[config.mk]
export PLATFORM = sky130hd
export DESIGN_NAME = pin_record_line_scanner_flat
export DESIGN_NICKNAME = d
export VERILOG_FILES = /design/src/rtl/core/pls_pkg.sv /design/src/rtl/core/pls_text_if.sv /design/src/rtl/core/pls_result_if.sv /design/src/rtl/core/pls_apb_regs.sv /design/src/rtl/core/pin_record_line_scanner.sv /design/src/flat_wrapper.sv
export SDC_FILE = /design/constraint.sdc
export NUM_CORES = 2
export LEC_CHECK = 0
export BUFFER_PORTS_ARGS = -buffer_cell sky130_fd_sc_hd__buf_2
export CORE_MARGIN = 1
export CORE_UTILIZATION = 40
export DETAILED_ROUTE_END_ITERATION = 8
export SLEW_MARGIN = 20
export SYNTH_ARGS = -nofsm -noshare
export SYNTH_HDL_FRONTEND = slang
export SYNTH_SLANG_ARGS = --single-unit
export TNS_END_PERCENT = 10
[constraint.sdc]
create_clock -name clk -period 67 [get_ports clk]
set_clock_uncertainty 0.15 [all_clocks]
set_input_delay 3.35 -clock clk [delete_from_list [all_inputs] [get_ports clk]]
set_output_delay 3.35 -clock clk [all_outputs]
set_load 0.005 [all_outputs]
[src/rtl/core/pls_pkg.sv]
package pls_pkg;

    // Field widths of the byte and result channels and of the scan counters.
    localparam int TEXT_W  = 8;
    localparam int WORD_W  = 64;
    localparam int LINE_W  = 16;
    localparam int LEN_W   = 12;
    localparam int POS_W   = 8;

    // Configuration port geometry.
    localparam int APB_DATA_W = 32;
    localparam int APB_ADDR_W = 3;

    // Record layout.
    localparam int DIGEST_HEX_DIGITS = 64;
    localparam int DIGEST_W          = DIGEST_HEX_DIGITS * 4;
    localparam int DIG_IDX_W         = $clog2(DIGEST_HEX_DIGITS);
    localparam int PREFIX_LEN        = 11;
    localparam int PREFIX_IDX_W      = $clog2(PREFIX_LEN);
    localparam int MID_COLON_POS     = PREFIX_LEN + DIGEST_HEX_DIGITS;
    localparam int SECOND_START      = MID_COLON_POS + 1;
    localparam int RECORD_LEN        = SECOND_START + DIGEST_HEX_DIGITS;

    // Saturation limits of the counters.
    localparam logic [POS_W-1:0]  POS_MAX  = '1;
    localparam logic [LEN_W-1:0]  LEN_MAX  = '1;
    localparam logic [LINE_W-1:0] LINE_MAX = '1;

    // Register indexes on the configuration port.
    localparam logic REG_SPLIT_LINES  = 1'b0;
    localparam logic REG_MAX_LINE_LEN = 1'b1;

    // Register reset values.
    localparam logic             SPLIT_LINES_RESET  = 1'b1;
    localparam logic [LEN_W-1:0] MAX_LINE_LEN_RESET = LEN_W'(256);

    // Character codes.
    localparam logic [TEXT_W-1:0] CH_NUL   = 8'h00;
    localparam logic [TEXT_W-1:0] CH_TAB   = 8'h09;
    localparam logic [TEXT_W-1:0] CH_LF    = 8'h0a;
    localparam logic [TEXT_W-1:0] CH_VT    = 8'h0b;
    localparam logic [TEXT_W-1:0] CH_FF    = 8'h0c;
    localparam logic [TEXT_W-1:0] CH_CR    = 8'h0d;
    localparam logic [TEXT_W-1:0] CH_SP    = 8'h20;
    localparam logic [TEXT_W-1:0] CH_COLON = 8'h3a;
    localparam logic [TEXT_W-1:0] CH_0     = 8'h30;
    localparam logic [TEXT_W-1:0] CH_9     = 8'h39;
    localparam logic [TEXT_W-1:0] CH_A     = 8'h61;
    localparam logic [TEXT_W-1:0] CH_F     = 8'h66;

    // Configuration seen by the scanner.
    typedef struct packed {
        logic             split_lines;
        logic [LEN_W-1:0] max_line_len;
    } cfg_t;

    // Decoded hex digit.
    typedef struct packed {
        logic       ok;
        logic [3:0] val;
    } hex_t;

    // Expected character at each place of the record prefix.
    function automatic logic [TEXT_W-1:0] prefix_char(input logic [PREFIX_IDX_W-1:0] idx);
        logic [TEXT_W-1:0] ch;
        case (idx)
            4'd0:    ch = 8'h7a;
            4'd1:    ch = 8'h32;
            4'd2:    ch = 8'h33;
            4'd3:    ch = 8'h2d;
            4'd4:    ch = 8'h70;
            4'd5:    ch = 8'h69;
            4'd6:    ch = 8'h6e;
            4'd7:    ch = 8'h2d;
            4'd8:    ch = 8'h76;
            4'd9:    ch = 8'h31;
            4'd10:   ch = CH_COLON;
            default: ch = CH_NUL;
        endcase
        return ch;
    endfunction

    // ASCII whitespace.
    function automatic logic is_space(input logic [TEXT_W-1:0] c);
        return (c == CH_SP) || (c == CH_TAB) || (c == CH_CR) || (c == CH_LF) ||
               (c == CH_VT) || (c == CH_FF);
    endfunction

    // Lowercase hex digit decode.
    function automatic hex_t hex_decode(input logic [TEXT_W-1:0] c);
        hex_t h;
        h.ok  = 1'b0;
        h.val = 4'd0;
        if (c >= CH_0 && c <= CH_9)
        begin
            h.ok  = 1'b1;
            h.val = 4'(c - CH_0);
        end
        else if (c >= CH_A && c <= CH_F)
        begin
            h.ok  = 1'b1;
            h.val = 4'(c - CH_A + 8'd10);
        end
        return h;
    endfunction

endpackage

[src/rtl/core/pls_text_if.sv]
interface pls_text_if;
    logic                          valid;
    logic                          ready;
    logic [pls_pkg::TEXT_W-1:0]    text_byte;
    logic                          text_last;

    modport source (output valid, output text_byte, output text_last, input ready);
    modport sink   (input valid, input text_byte, input text_last, output ready);
endinterface

[src/rtl/core/pls_result_if.sv]
interface pls_result_if;
    logic                          valid;
    logic                          ready;
    logic                          pin_found;
    logic [pls_pkg::LINE_W-1:0]    found_line;
    logic [pls_pkg::WORD_W-1:0]    manifest_word0;
    logic [pls_pkg::WORD_W-1:0]    manifest_word1;
    logic [pls_pkg::WORD_W-1:0]    manifest_word2;
    logic [pls_pkg::WORD_W-1:0]    manifest_word3;
    logic [pls_pkg::WORD_W-1:0]    installer_word0;
    logic [pls_pkg::WORD_W-1:0]    installer_word1;
    logic [pls_pkg::WORD_W-1:0]    installer_word2;
    logic [pls_pkg::WORD_W-1:0]    installer_word3;

    modport source (
        output valid, output pin_found, output found_line,
        output manifest_word0, output manifest_word1, output manifest_word2,
        output manifest_word3, output installer_word0, output installer_word1,
        output installer_word2, output installer_word3, input ready
    );
    modport sink (
        input valid, input pin_found, input found_line,
        input manifest_word0, input manifest_word1, input manifest_word2,
        input manifest_word3, input installer_word0, input installer_word1,
        input installer_word2, input installer_word3, output ready
    );
endinterface

[src/rtl/core/pls_apb_regs.sv]
module pls_apb_regs (
    input  logic                           clk,
    input  logic                           rst_n,
    input  logic                           psel,
    input  logic                           penable,
    input  logic                           pwrite,
    input  logic [pls_pkg::APB_ADDR_W-1:0] paddr,
    input  logic [pls_pkg::APB_DATA_W-1:0] pwdata,
    output logic [pls_pkg::APB_DATA_W-1:0] prdata,
    output logic                           pready,
    output pls_pkg::cfg_t                  cfg
);
    import pls_pkg::*;

    logic             split_lines_reg;
    logic [LEN_W-1:0] max_line_len_reg;
    logic             wr_en;
    logic             reg_idx;

    // The port never inserts wait states.
    assign pready  = 1'b1;
    assign wr_en   = psel && penable && pwrite;
    assign reg_idx = paddr[2];

    // Register writes complete in the access phase.
    always_ff @(posedge clk or negedge rst_n)
    begin
        if (!rst_n)
        begin
            split_lines_reg  <= SPLIT_LINES_RESET;
            max_line_len_reg <= MAX_LINE_LEN_RESET;
        end
        else if (wr_en)
        begin
            unique case (reg_idx)
                REG_SPLIT_LINES:  split_lines_reg  <= pwdata[0];
                REG_MAX_LINE_LEN: max_line_len_reg <= pwdata[LEN_W-1:0];
                default:          ;
            endcase
        end
    end

    // Read data is returned from the addressed register.
    always_comb
    begin
        prdata = '0;
        unique case (reg_idx)
            REG_SPLIT_LINES:  prdata[0]         = split_lines_reg;
            REG_MAX_LINE_LEN: prdata[LEN_W-1:0] = max_line_len_reg;
            default:          prdata            = '0;
        endcase
    end

    assign cfg.split_lines  = split_lines_reg;
    assign cfg.max_line_len = max_line_len_reg;

endmodule

[src/rtl/core/pin_record_line_scanner.sv]
// Pin record line scanner.
//
// Bytes of a text arrive on text_in, one transfer per byte, text_last set
// on the final byte. Every byte that ends the text produces exactly one
// transfer on result_out: the first valid record of the text as two
// 256-bit digests (four 64-bit words each, most significant first), its
// zero-based line number and the pin_found flag. Other bytes produce none.
// Registers split_lines and max_line_len sit on the APB port at byte addresses 0 and 4.
// The user must see they are written only while the block is idle; nothing enforces it.
//
// Throughput is one byte per cycle while the result register can take a
// result; a final byte waits while it is full and not taken. A byte is
// held in the input register while the scan state is updated; the result
// of a final byte is loaded from there into the output register, which
// drives result_out.
// Reset clears the scan state and loads the register defaults. When the
// receiver stalls, the pending result is held and the block keeps taking
// bytes until a second final byte is waiting in the input register.
module pin_record_line_scanner (
    input  logic                           clk,
    input  logic                           rst_n,
    pls_text_if.sink                       text_in,
    pls_result_if.source                   result_out,
    input  logic                           psel,
    input  logic                           penable,
    input  logic                           pwrite,
    input  logic [pls_pkg::APB_ADDR_W-1:0] paddr,
    input  logic [pls_pkg::APB_DATA_W-1:0] pwdata,
    output logic [pls_pkg::APB_DATA_W-1:0] prdata,
    output logic                           pready
);
    import pls_pkg::*;

    cfg_t cfg;

    // Input register.
    logic              s1_valid_reg, s1_valid_next;
    logic [TEXT_W-1:0] s1_byte_reg;
    logic              s1_last_reg;

    // Scan state.
    logic [POS_W-1:0]    record_pos_reg, record_pos_next;
    logic [LEN_W-1:0]    raw_len_reg, raw_len_next;
    logic                started_reg, started_next;
    logic                trail_reg, trail_next;
    logic                bad_reg, bad_next;
    logic                all_zero_reg, all_zero_next;
    logic                text_ended_reg, text_ended_next;
    logic                found_reg, found_next;
    logic [LINE_W-1:0]   line_cnt_reg, line_cnt_next;
    logic [DIGEST_W-1:0] work_m_reg, work_m_next;
    logic [DIGEST_W-1:0] work_i_reg, work_i_next;
    logic [DIGEST_W-1:0] kept_m_reg, kept_m_next;
    logic [DIGEST_W-1:0] kept_i_reg, kept_i_next;
    logic [LINE_W-1:0]   kept_line_reg, kept_line_next;

    // Output register.
    logic                out_valid_reg, out_valid_next;
    logic                out_found_reg, out_found_next;
    logic [LINE_W-1:0]   out_line_reg, out_line_next;
    logic [DIGEST_W-1:0] out_m_reg, out_m_next;
    logic [DIGEST_W-1:0] out_i_reg, out_i_next;

    // Per-byte scan signals.
    logic                out_free;
    logic                s1_fire;
    logic                active;
    logic                is_nul;
    logic                is_lf;
    logic                close_now;
    logic                close_ok;
    logic                new_find;
    hex_t                hex;
    logic [POS_W-1:0]    dig_off;
    logic [DIG_IDX_W-1:0] dig_idx;
    logic [POS_W-1:0]    nib_base;
    logic [POS_W-1:0]    r_pos;
    logic [LEN_W-1:0]    r_raw;
    logic                r_started;
    logic                r_trail;
    logic                r_bad;
    logic                r_zero;
    logic [DIGEST_W-1:0] r_wm;
    logic [DIGEST_W-1:0] r_wi;
    logic [LINE_W-1:0]   find_line;

    pls_apb_regs u_regs (
        .clk     (clk),
        .rst_n   (rst_n),
        .psel    (psel),
        .penable (penable),
        .pwrite  (pwrite),
        .paddr   (paddr),
        .pwdata  (pwdata),
        .prdata  (prdata),
        .pready  (pready),
        .cfg     (cfg)
    );

    // Handshake: a final byte waits only while the result register is full and not taken.
    assign out_free      = !out_valid_reg || result_out.ready;
    assign s1_fire       = s1_valid_reg && (!s1_last_reg || out_free);
    assign text_in.ready = !s1_valid_reg || s1_fire;

    always_comb
    begin
        if (text_in.valid && text_in.ready)
            s1_valid_next = 1'b1;
        else if (s1_fire)
            s1_valid_next = 1'b0;
        else
            s1_valid_next = s1_valid_reg;
    end

    // Byte classification.
    assign active  = !text_ended_reg && !found_reg;
    assign is_nul  = (s1_byte_reg == CH_NUL);
    assign is_lf   = cfg.split_lines && (s1_byte_reg == CH_LF);
    assign hex     = hex_decode(s1_byte_reg);
    assign dig_off = (record_pos_reg < POS_W'(MID_COLON_POS)) ?
                     record_pos_reg - POS_W'(PREFIX_LEN) :
                     record_pos_reg - POS_W'(SECOND_START);
    assign dig_idx  = dig_off[DIG_IDX_W-1:0];
    assign nib_base = {DIG_IDX_W'(DIGEST_HEX_DIGITS - 1) - dig_idx, 2'b00};

    // Record state after this byte is taken in.
    always_comb
    begin
        r_pos     = record_pos_reg;
        r_raw     = raw_len_reg;
        r_started = started_reg;
        r_trail   = trail_reg;
        r_bad     = bad_reg;
        r_zero    = all_zero_reg;
        r_wm      = work_m_reg;
        r_wi      = work_i_reg;
        if (active && !is_nul && !is_lf)
        begin
            if (raw_len_reg != LEN_MAX)
                r_raw = raw_len_reg + 1'b1;
            if (is_space(s1_byte_reg))
            begin
                if (started_reg)
                    r_trail = 1'b1;
            end
            else
            begin
                r_started = 1'b1;
                if (trail_reg)
                    r_bad = 1'b1;
                else if (record_pos_reg < POS_W'(PREFIX_LEN))
                begin
                    if (s1_byte_reg != prefix_char(record_pos_reg[PREFIX_IDX_W-1:0]))
                        r_bad = 1'b1;
                end
                else if (record_pos_reg < POS_W'(MID_COLON_POS) ||
                         (record_pos_reg > POS_W'(MID_COLON_POS) &&
                          record_pos_reg < POS_W'(RECORD_LEN)))
                begin
                    if (!hex.ok)
                        r_bad = 1'b1;
                    else
                    begin
                        if (hex.val != 4'd0)
                            r_zero = 1'b0;
                        if (record_pos_reg < POS_W'(MID_COLON_POS))
                            r_wm[nib_base +: 4] = hex.val;
                        else
                            r_wi[nib_base +: 4] = hex.val;
                    end
                end
                else if (record_pos_reg == POS_W'(MID_COLON_POS))
                begin
                    if (s1_byte_reg != CH_COLON)
                        r_bad = 1'b1;
                end
                else
                    r_bad = 1'b1;
                if (record_pos_reg != POS_MAX)
                    r_pos = record_pos_reg + 1'b1;
            end
        end
    end

    // Record close and acceptance check.
    assign close_now = active && (is_nul || is_lf || s1_last_reg);
    assign close_ok  = !r_bad && (r_pos == POS_W'(RECORD_LEN)) && !r_zero &&
                       (LEN_W'(RECORD_LEN) < cfg.max_line_len) &&
                       (!cfg.split_lines || (r_raw < cfg.max_line_len));
    assign new_find  = close_now && close_ok;
    assign find_line = cfg.split_lines ? line_cnt_reg : '0;

    // Next scan state and result.
    always_comb
    begin
        record_pos_next = record_pos_reg;
        raw_len_next    = raw_len_reg;
        started_next    = started_reg;
        trail_next      = trail_reg;
        bad_next        = bad_reg;
        all_zero_next   = all_zero_reg;
        text_ended_next = text_ended_reg;
        found_next      = found_reg;
        line_cnt_next   = line_cnt_reg;
        work_m_next     = work_m_reg;
        work_i_next     = work_i_reg;
        kept_m_next     = kept_m_reg;
        kept_i_next     = kept_i_reg;
        kept_line_next  = kept_line_reg;
        out_valid_next  = out_valid_reg && !result_out.ready;
        out_found_next  = out_found_reg;
        out_line_next   = out_line_reg;
        out_m_next      = out_m_reg;
        out_i_next      = out_i_reg;

        if (s1_fire)
        begin
            work_m_next = r_wm;
            work_i_next = r_wi;
            if (close_now || s1_last_reg)
            begin
                record_pos_next = '0;
                raw_len_next    = '0;
                started_next    = 1'b0;
                trail_next      = 1'b0;
                bad_next        = 1'b0;
                all_zero_next   = 1'b1;
            end
            else
            begin
                record_pos_next = r_pos;
                raw_len_next    = r_raw;
                started_next    = r_started;
                trail_next      = r_trail;
                bad_next        = r_bad;
                all_zero_next   = r_zero;
            end

            if (s1_last_reg)
            begin
                // Report and start a fresh text.
                out_valid_next  = 1'b1;
                out_found_next  = found_reg || new_find;
                if (found_reg)
                begin
                    out_line_next = kept_line_reg;
                    out_m_next    = kept_m_reg;
                    out_i_next    = kept_i_reg;
                end
                else if (new_find)
                begin
                    out_line_next = find_line;
                    out_m_next    = r_wm;
                    out_i_next    = r_wi;
                end
                else
                begin
                    out_line_next = '0;
                    out_m_next    = '0;
                    out_i_next    = '0;
                end
                text_ended_next = 1'b0;
                found_next      = 1'b0;
                line_cnt_next   = '0;
            end
            else
            begin
                if (active && is_nul)
                    text_ended_next = 1'b1;
                if (active && is_lf && line_cnt_reg != LINE_MAX)
                    line_cnt_next = line_cnt_reg + 1'b1;
                if (new_find)
                begin
                    found_next     = 1'b1;
                    kept_line_next = find_line;
                    kept_m_next    = r_wm;
                    kept_i_next    = r_wi;
                end
            end
        end
    end

    // Control registers.
    always_ff @(posedge clk or negedge rst_n)
    begin
        if (!rst_n)
        begin
            s1_valid_reg   <= 1'b0;
            record_pos_reg <= '0;
            raw_len_reg    <= '0;
            started_reg    <= 1'b0;
            trail_reg      <= 1'b0;
            bad_reg        <= 1'b0;
            all_zero_reg   <= 1'b1;
            text_ended_reg <= 1'b0;
            found_reg      <= 1'b0;
            line_cnt_reg   <= '0;
            out_valid_reg  <= 1'b0;
        end
        else
        begin
            s1_valid_reg   <= s1_valid_next;
            record_pos_reg <= record_pos_next;
            raw_len_reg    <= raw_len_next;
            started_reg    <= started_next;
            trail_reg      <= trail_next;
            bad_reg        <= bad_next;
            all_zero_reg   <= all_zero_next;
            text_ended_reg <= text_ended_next;
            found_reg      <= found_next;
            line_cnt_reg   <= line_cnt_next;
            out_valid_reg  <= out_valid_next;
        end
    end

    // Payload registers.
    always_ff @(posedge clk)
    begin
        if (text_in.valid && text_in.ready)
        begin
            s1_byte_reg <= text_in.text_byte;
            s1_last_reg <= text_in.text_last;
        end
        work_m_reg    <= work_m_next;
        work_i_reg    <= work_i_next;
        kept_m_reg    <= kept_m_next;
        kept_i_reg    <= kept_i_next;
        kept_line_reg <= kept_line_next;
        out_found_reg <= out_found_next;
        out_line_reg  <= out_line_next;
        out_m_reg     <= out_m_next;
        out_i_reg     <= out_i_next;
    end

    // Result channel.
    assign result_out.valid           = out_valid_reg;
    assign result_out.pin_found       = out_found_reg;
    assign result_out.found_line      = out_line_reg;
    assign result_out.manifest_word0  = out_m_reg[4*WORD_W-1:3*WORD_W];
    assign result_out.manifest_word1  = out_m_reg[3*WORD_W-1:2*WORD_W];
    assign result_out.manifest_word2  = out_m_reg[2*WORD_W-1:WORD_W];
    assign result_out.manifest_word3  = out_m_reg[WORD_W-1:0];
    assign result_out.installer_word0 = out_i_reg[4*WORD_W-1:3*WORD_W];
    assign result_out.installer_word1 = out_i_reg[3*WORD_W-1:2*WORD_W];
    assign result_out.installer_word2 = out_i_reg[2*WORD_W-1:WORD_W];
    assign result_out.installer_word3 = out_i_reg[WORD_W-1:0];

endmodule

[src/flat_wrapper.sv]
// flat-port wrapper written by rule: the top's interface ports become plain ports
module pin_record_line_scanner_flat import pls_pkg::*;
  (clk, rst_n, psel, penable, pwrite, paddr, pwdata, prdata, pready, text_in_valid, text_in_text_byte, text_in_text_last, text_in_ready, result_out_valid, result_out_pin_found, result_out_found_line, result_out_manifest_word0, result_out_manifest_word1, result_out_manifest_word2, result_out_manifest_word3, result_out_installer_word0, result_out_installer_word1, result_out_installer_word2, result_out_installer_word3, result_out_ready);
  pls_text_if text_in_i ();
  pls_result_if result_out_i ();
  input  logic clk;
  input  logic rst_n;
  input  logic psel;
  input  logic penable;
  input  logic pwrite;
  input  logic [pls_pkg::APB_ADDR_W-1:0] paddr;
  input  logic [pls_pkg::APB_DATA_W-1:0] pwdata;
  output logic [pls_pkg::APB_DATA_W-1:0] prdata;
  output logic pready;
  input wire logic [$bits(text_in_i.valid)-1:0] text_in_valid;
  input wire logic [$bits(text_in_i.text_byte)-1:0] text_in_text_byte;
  input wire logic [$bits(text_in_i.text_last)-1:0] text_in_text_last;
  output wire logic [$bits(text_in_i.ready)-1:0] text_in_ready;
  output wire logic [$bits(result_out_i.valid)-1:0] result_out_valid;
  output wire logic [$bits(result_out_i.pin_found)-1:0] result_out_pin_found;
  output wire logic [$bits(result_out_i.found_line)-1:0] result_out_found_line;
  output wire logic [$bits(result_out_i.manifest_word0)-1:0] result_out_manifest_word0;
  output wire logic [$bits(result_out_i.manifest_word1)-1:0] result_out_manifest_word1;
  output wire logic [$bits(result_out_i.manifest_word2)-1:0] result_out_manifest_word2;
  output wire logic [$bits(result_out_i.manifest_word3)-1:0] result_out_manifest_word3;
  output wire logic [$bits(result_out_i.installer_word0)-1:0] result_out_installer_word0;
  output wire logic [$bits(result_out_i.installer_word1)-1:0] result_out_installer_word1;
  output wire logic [$bits(result_out_i.installer_word2)-1:0] result_out_installer_word2;
  output wire logic [$bits(result_out_i.installer_word3)-1:0] result_out_installer_word3;
  input wire logic [$bits(result_out_i.ready)-1:0] result_out_ready;
  assign text_in_i.valid = text_in_valid;
  assign text_in_i.text_byte = text_in_text_byte;
  assign text_in_i.text_last = text_in_text_last;
  assign text_in_ready = text_in_i.ready;
  assign result_out_valid = result_out_i.valid;
  assign result_out_pin_found = result_out_i.pin_found;
  assign result_out_found_line = result_out_i.found_line;
  assign result_out_manifest_word0 = result_out_i.manifest_word0;
  assign result_out_manifest_word1 = result_out_i.manifest_word1;
  assign result_out_manifest_word2 = result_out_i.manifest_word2;
  assign result_out_manifest_word3 = result_out_i.manifest_word3;
  assign result_out_installer_word0 = result_out_i.installer_word0;
  assign result_out_installer_word1 = result_out_i.installer_word1;
  assign result_out_installer_word2 = result_out_i.installer_word2;
  assign result_out_installer_word3 = result_out_i.installer_word3;
  assign result_out_i.ready = result_out_ready;
  pin_record_line_scanner u_core (.clk(clk), .rst_n(rst_n), .text_in(text_in_i), .result_out(result_out_i), .psel(psel), .penable(penable), .pwrite(pwrite), .paddr(paddr), .pwdata(pwdata), .prdata(prdata), .pready(pready));
endmodule
* After elaboration in Yosys (flattened, before gate mapping) *
Memory sizes are Yosys's and may differ from the RTL's.
Index checks and enable logic that the tools add are counted.

cells by class
  bitwise logic cells = 2
  multiplexer cells = 74
  magnitude comparators = 10
  eq/ne operators = 14
  shift-type cells = 2
  reduce and logical (&&, ||, !) cells = 64
  add/sub/neg operators = 10

operators by type and width
  kind                                                     count
  two-way mux 256 bit                                      18
  bitwise mux 256 bit                                      2
  variable shift 4 x 10 -> 256 bit (first input constant)  1
  indexed part select 4 x 10 -> 256 bit                    1
  two-way mux 16 bit                                       5
  two-way mux 8 bit                                        8
  == test 8 x 4 -> 1 bit (second input constant)           5
  two-way mux 12 bit                                       3
  two-way mux 1 bit                                        33
  logical AND 1 bit                                        21
  adder 16 x 1 -> 16 bit (second input constant)           1
  != test 16 bit (second input constant)                   1
  logical OR 1 bit                                         14
  nonzero test 2 bit                                       7
  adder 12 x 1 -> 12 bit (second input constant)           1
  < comparator 12 bit                                      1
  < comparator 8 x 12 -> 1 bit (first input constant)      1
  != test 12 bit (second input constant)                   1
  AND reduction 2 bit                                      6
  subtractor 6 x 4 -> 6 bit (second input constant)        2
  logical NOT 1 bit                                        11
  two-way mux 11 bit                                       1
  two-way mux 5 bit                                        2
  negation 8 -> 10 bit                                     1
  other kinds (26)                                         29

storage, ports and cells
  memories = 1
  output and inout bits = 564
  input port bits = 51
  memory bits (read-only) = 112
  logic and storage cells = 201
  bits in registers = 1635

memory list
  name             words  bits a word  read ports  clocked after memory_dff  write ports  line           RTL
  (no name shown)  16     7            1           0                         0            pls_pkg.sv:66  case (idx)

* Depth between registers and ports, before layout *
  depth after elaboration = 22
  depth in mapped cells = 22
  mapped depth without buffers = 16

* Modules after synthesis *
Synthesis repeated with hierarchy kept, for this count alone.

unflattened totals
  cells, all modules = 4314
  area, all modules = 66135.9 sq um

modules (own cells, without submodules)
  module                   cells each  sequential area each (sq um)  area each (sq um)  times used
  pin_record_line_scanner  4248        48487.8                       65333.9            1
  pls_apb_regs             66          327.8                         802.0              1

* Worst setup path after synthesis *
No wires, ideal clock.

  path type = register -> register
  start = register u_core.s1_byte_reg[0]
  end = register u_core.kept_i_reg[0] (enable)
  path slack = 39.207 ns
  data arrival time = 26.212 ns
  setup time = 1.431 ns
  required time = 65.419 ns
  stages on the path, launching flop included = 22
  period minus slack after synthesis = 27.793 ns
  path through = edfxtp_1 -> inv_1 -> ha_1 -> nand2b_1 -> a2111oi_2 -> or2_0 -> clkbuf_1 -> clkbuf_1 -> nor2_1 -> nand3_1 -> xor2_1 -> nand2_1 -> ha_1 -> a21o_1 -> a21o_1 -> a221oi_1 -> a21bo_2 -> clkbuf_1 -> or4b_1 -> buf_2 -> clkbuf_1 -> nor2_1

between the ends
  longest elaborated chain between the ends = 18

ends and longest elaborated chain
  element                                            line                            RTL
  from (decl)                                        pin_record_line_scanner.sv:38   logic [TEXT_W-1:0] s1_byte_reg;
  from (signal assigned)                             pin_record_line_scanner.sv:321  s1_byte_reg <= text_in.text_byte;
  subtractor 4 x 1 -> 4 bit (tied with other cells)  pls_pkg.sv:102                  h.val = 4'(c - CH_A + 8'd10);
  adder 4 bit or logical AND 1 bit (tied branches)   pls_pkg.sv:102, pls_pkg.sv:99
  two-way mux 5 bit                                  pls_pkg.sv:99                   else if (c >= CH_A && c <= CH_F)
  two-way mux 5 bit                                  pls_pkg.sv:94                   if (c >= CH_0 && c <= CH_9)
  nonzero test 4 bit                                 pin_record_line_scanner.sv:164  if (hex.val != 4'd0)
  two-way mux 1 bit                                  pin_record_line_scanner.sv:164
  two-way mux 1 bit                                  pin_record_line_scanner.sv:160  if (!hex.ok)
  two-way mux 1 bit                                  pin_record_line_scanner.sv:156  else if (record_pos_reg < POS_W'(MID_COLON_POS) ||
  two-way mux 1 bit                                  pin_record_line_scanner.sv:151  else if (record_pos_reg < POS_W'(PREFIX_LEN))
  two-way mux 1 bit                                  pin_record_line_scanner.sv:149  if (trail_reg)
  two-way mux 1 bit                                  pin_record_line_scanner.sv:141  if (is_space(s1_byte_reg))
  two-way mux 1 bit                                  pin_record_line_scanner.sv:137  if (active && !is_nul && !is_lf)
  logical NOT 1 bit                                  pin_record_line_scanner.sv:187  assign close_ok = !r_bad && (r_pos == POS_W'(RECORD_LEN)) && !r_zero &&
  logical AND 1 bit (2 in series)                    pin_record_line_scanner.sv:187
  logical AND 1 bit                                  pin_record_line_scanner.sv:188  (LEN_W'(RECORD_LEN) < cfg.max_line_len) &&
  logical AND 1 bit (*)                              pin_record_line_scanner.sv:190  assign new_find = close_now && close_ok;
  AND reduction 3 bit (no line) (*)                  --
  to (signal assigned)                               pin_record_line_scanner.sv:327  kept_i_reg <= kept_i_next;
  to (decl)                                          pin_record_line_scanner.sv:54   logic [DIGEST_W-1:0] kept_i_reg, kept_i_next;

Mark *: on every way between the ends. The rest lies on a longest branch, timed or not.
A chain may end at the register's enable or synchronous reset.

* Final worst setup path *
  start = register u_core.s1_byte_reg[0]
  end = register u_core.kept_i_reg[153] (enable)

Same word-level chain as after synthesis.

==> results_dict.tcl <==
set metrics [dict create \
    outcome "finished, violations left" \
    violations "DRC" \
    fin_nets 4932 \
    grt_pass1_wl_mm 278.7 \
    relSlewSlack_pct 17.70 \
    synthMuxAreaShare_pct 8.422 \
    slowest_stage "buf_4" \
    cts_setup_buffers 0 \
    numCtsBuffers 171 \
    critPathTopFamily "simple AND/OR/NAND/NOR gates" \
    peakVddDrop_mv 0.02670 \
    clock_latency_ns 0.86 \
    post-route-period-util_pct 13.54 \
    dr.pass1.iters 8 \
    synth-async-reset-ratio_pct 3.486 \
    dp_hpwl_mm 126.2 \
    worstPathArrival_ns 9.34 \
    drt-total-wl_mm 197.0 \
    postCtsHoldBufs 0 \
    cts_tree "yes" \
    ys_ff_latch 1635 \
    finalSetupViolations 0 \
    antenna_left 0 \
    port_buffers 571 \
    drt-initial-drc-count 3576 \
    holdPathEnd "u_core.text_ended_reg" \
    io_pins 615 \
    vias_per_cell 5.527 \
    yosysSeqAreaShare_pct 73.38 \
    synth_cells 4273 \
    critPathCaptureType "register" \
    vias 39690 \
    start_kind "register" \
    timing.fmax_ghz 0.1103 \
    cts.path.max_buffers 3 \
    cpMostUsedCell "buf_4" \
    synth-main-ff-cell "edfxtp_1" \
    post_cts_resized 0 \
    grt_usage_pct 23.00 \
    grt_setup_unrepaired "false" \
    cp_num_buf_inv 4 \
    place_inst 6867 \
    path_cells "inv_1 > ha_1 > nand3_1 > a2111oi_2 > or2_1 > nor2_1 > nand3_1 > xor2_1 > nand2_1 > ha_1 > a21o_1 > a21o_1 > a221oi_1 > a21bo_4 > or4b_4 > nor2_4 > buf_4 > buf_4 > buf_4" \
    drc 152 \
    synth-xor-area-share_pct 0.4627 \
    num_rows 149 \
    clk_pin_slew_ns 0.06 \
    drive_gt1_share_pct 24.61 \
    dieArea_um2 167900 \
    grt_max_degree 152 \
    dieHeight_um 409.8 \
    ff2ff_path_depth 19 \
    instances_no_fill 7181 \
    dpl_cell_area_um2 71780 \
    yosys_warnings 0 \
    period_minus_slack_ns 9.070 \
    path_class "reg2reg" \
    core_um2 165000 \
    stdcell_area_um2 77230 \
    area_growth_syn_to_layout_pct 16.10 \
    htreeDepth 4 \
    drv_cap 0 \
    synth_fa_ha_area_share_pct 0.5642 \
    cts.sinks 1635 \
    slowest_delay_ns 0.89 \
    fp.dieW_um 409.8 \
    post_synth_num_cell_types 81 \
    wire_per_inst_um 27.44 \
    netlist_area_um2 66520 \
    gp_congestion 0.8452 \
    tightestPinTransition_ns 1.230 \
    hold_violations 0 \
    grt_pass1_vias 38360 \
    finalMaxSlewViolations 0 \
    antenna_found_initial 9 \
    initial_core_util_pct 40.32 \
    avgSynthCellArea_um2 15.57 \
    hold_class "reg2reg" \
    cts-root-buf "clkbuf_16" \
    yosys.area_share.simple_pct 5.661 \
    gr-total-overflow 0 \
    synth_edf_count 1578 \
    reg2reg_setup_slack_ns 57.93 \
    startpoint "u_core.s1_byte_reg[0]" \
    cp.required_ns 67.27 \
    tns_ns 0 \
    r2r-end "u_core.kept_i_reg[153]" \
    synth_top_family_by_area "multiplexers" \
    min_from "u_core.text_ended_reg" \
    synth_compound_area_share_pct 8.082 \
    p_leak_uw 0.02877 \
    worstPathMaxFanout 70 \
    worstReg2RegStart "u_core.s1_byte_reg[0]" \
    whs_path_depth 2 \
    power_density_nw_per_um2 30.33 \
]
==> worst reg2reg max path: stages (launching register included) <==
cell	delay (ns)
edfxtp_1	0.50
inv_1	0.19
ha_1	0.24
nand3_1	0.13
a2111oi_2	0.43
or2_1	0.72
nor2_1	0.19
nand3_1	0.17
xor2_1	0.16
nand2_1	0.09
ha_1	0.29
a21o_1	0.18
a21o_1	0.17
a221oi_1	0.43
a21bo_4	0.53
or4b_4	0.84
nor2_4	0.60
buf_4	0.79
buf_4	0.82
buf_4	0.97
==> kinds of logic (layout without fill, tap and decap cells) <==
family          Yosys count  in the layout
simple gates            815            815
fa+ha+maj                30             30
compound gates          713            713
xor+xnor                 32             32
buf+inv                 522           1220
other cells               2             23
mux                     524            524
flops                  1635           1635
==> metal layers <==
metal  vias to the layer above  share of wire (%)  track usage (%)
met4                         0                2.2            6.227
met1                     20500                 43            32.15
li1                      17510                  -                -
met5                         -                  0                0
met2                      1470                 46            35.32
met3                       212                8.3            6.171
==> area by class of cell <==
type / count / area, µm²
clock inverter: 103 / 975.9
timing repair buffer: 652 / 3528
antenna: 2 / 5.005
multi-input combinational: 2135 / 15730
fill: 14400 / 87760
inverter: 256 / 968.4
sequential: 1635 / 48820
tap: 2189 / 2739
clock buffer: 209 / 4463
==> worst max path at each step <==
stage                                   endpoint  cells after the start
final                     u_core.kept_i_reg[153]                     19
after global routing      u_core.kept_i_reg[153]                     19
after CTS                 u_core.kept_m_reg[152]                     19
after detailed placement   u_core.kept_i_reg[17]                     19
after global placement    u_core.kept_i_reg[165]                     19
after floorplan             u_core.kept_i_reg[0]                     21
==> cells in the mapped netlist, drive strengths merged (4+ instances only) <==
master	n	area (µm²)
a21boi	15	112.6
a21oi	42	210.2
a22o	26	227.7
a31oi	7	43.79
a32o	278	2783
and2	44	275.3
and3	39	244.0
and4	4	35.03
buf	96	673.2
clkbuf	170	638.1
dfrtp	54	1351
edfxtp	1578	47390
ha	30	375.4
inv	255	957.2
mux2	286	3221
mux2i	238	2382
nand2	363	1363
nand2b	17	106.4
nand3	50	250.2
nand3b	9	67.56
nand4	9	56.30
nor2	146	548.0
nor2b	9	56.30
nor3	67	340.3
nor3b	5	37.54
nor4	17	118.9
o211ai	7	52.55
o21a	8	60.06
o21ai	270	1351
o31ai	14	105.1
o41ai	4	35.03
or2	9	56.30
or3	11	70.07
or4	5	37.54
xnor2	15	131.4
xor2	15	131.4
==> power breakdown <==
part	switching, µW	internal [µW]	total (µW)
Clock	414	503	918
Sequential	21.0	1180	1200
Combinational	164	61.8	226
Total	600	1740	2340
==> per-stage QoR <==
step	hold slack (ns)	utilization [%]	total power [µW]	setup WS, ns
5_1_grt	0.3805	46.81	2417	57.33
3_5_place_dp	0.3275	43.51	1445	57.50
4_1_cts	0.3423	46.80	2361	57.45
6_report	0.3412	46.81	2343	57.93
2_1_floorplan	0.3056	-	1355	39.21
3_3_place_gp	0.3239	43.51	1441	57.59
==> layout by cell type (no fill, tap or decap), types with 12 or more instances in the layout <==
master     instances
conb_1            21
and2_1            43
a32o_1           277
mux2i_1          236
clkbuf_16        172
ha_1              30
a22o_1            25
o21ai_0           53
mux2_2           286
a21boi_0          12
nand3_1           49
clkbuf_1          35
clkinv_2          24
inv_1            254
a21oi_1           41
nand2_1          363
dfrtp_1           53
buf_2            571
nor3_1            56
clkinv_16         13
and3_1            39
clkinv_1          49
nand2b_1          17
xor2_1            15
o31ai_1           13
o21ai_1          213
buf_4             76
xnor2_1           15
edfxtp_1        1578
nor2_1           142
Power figures use the tool's default switching activity.
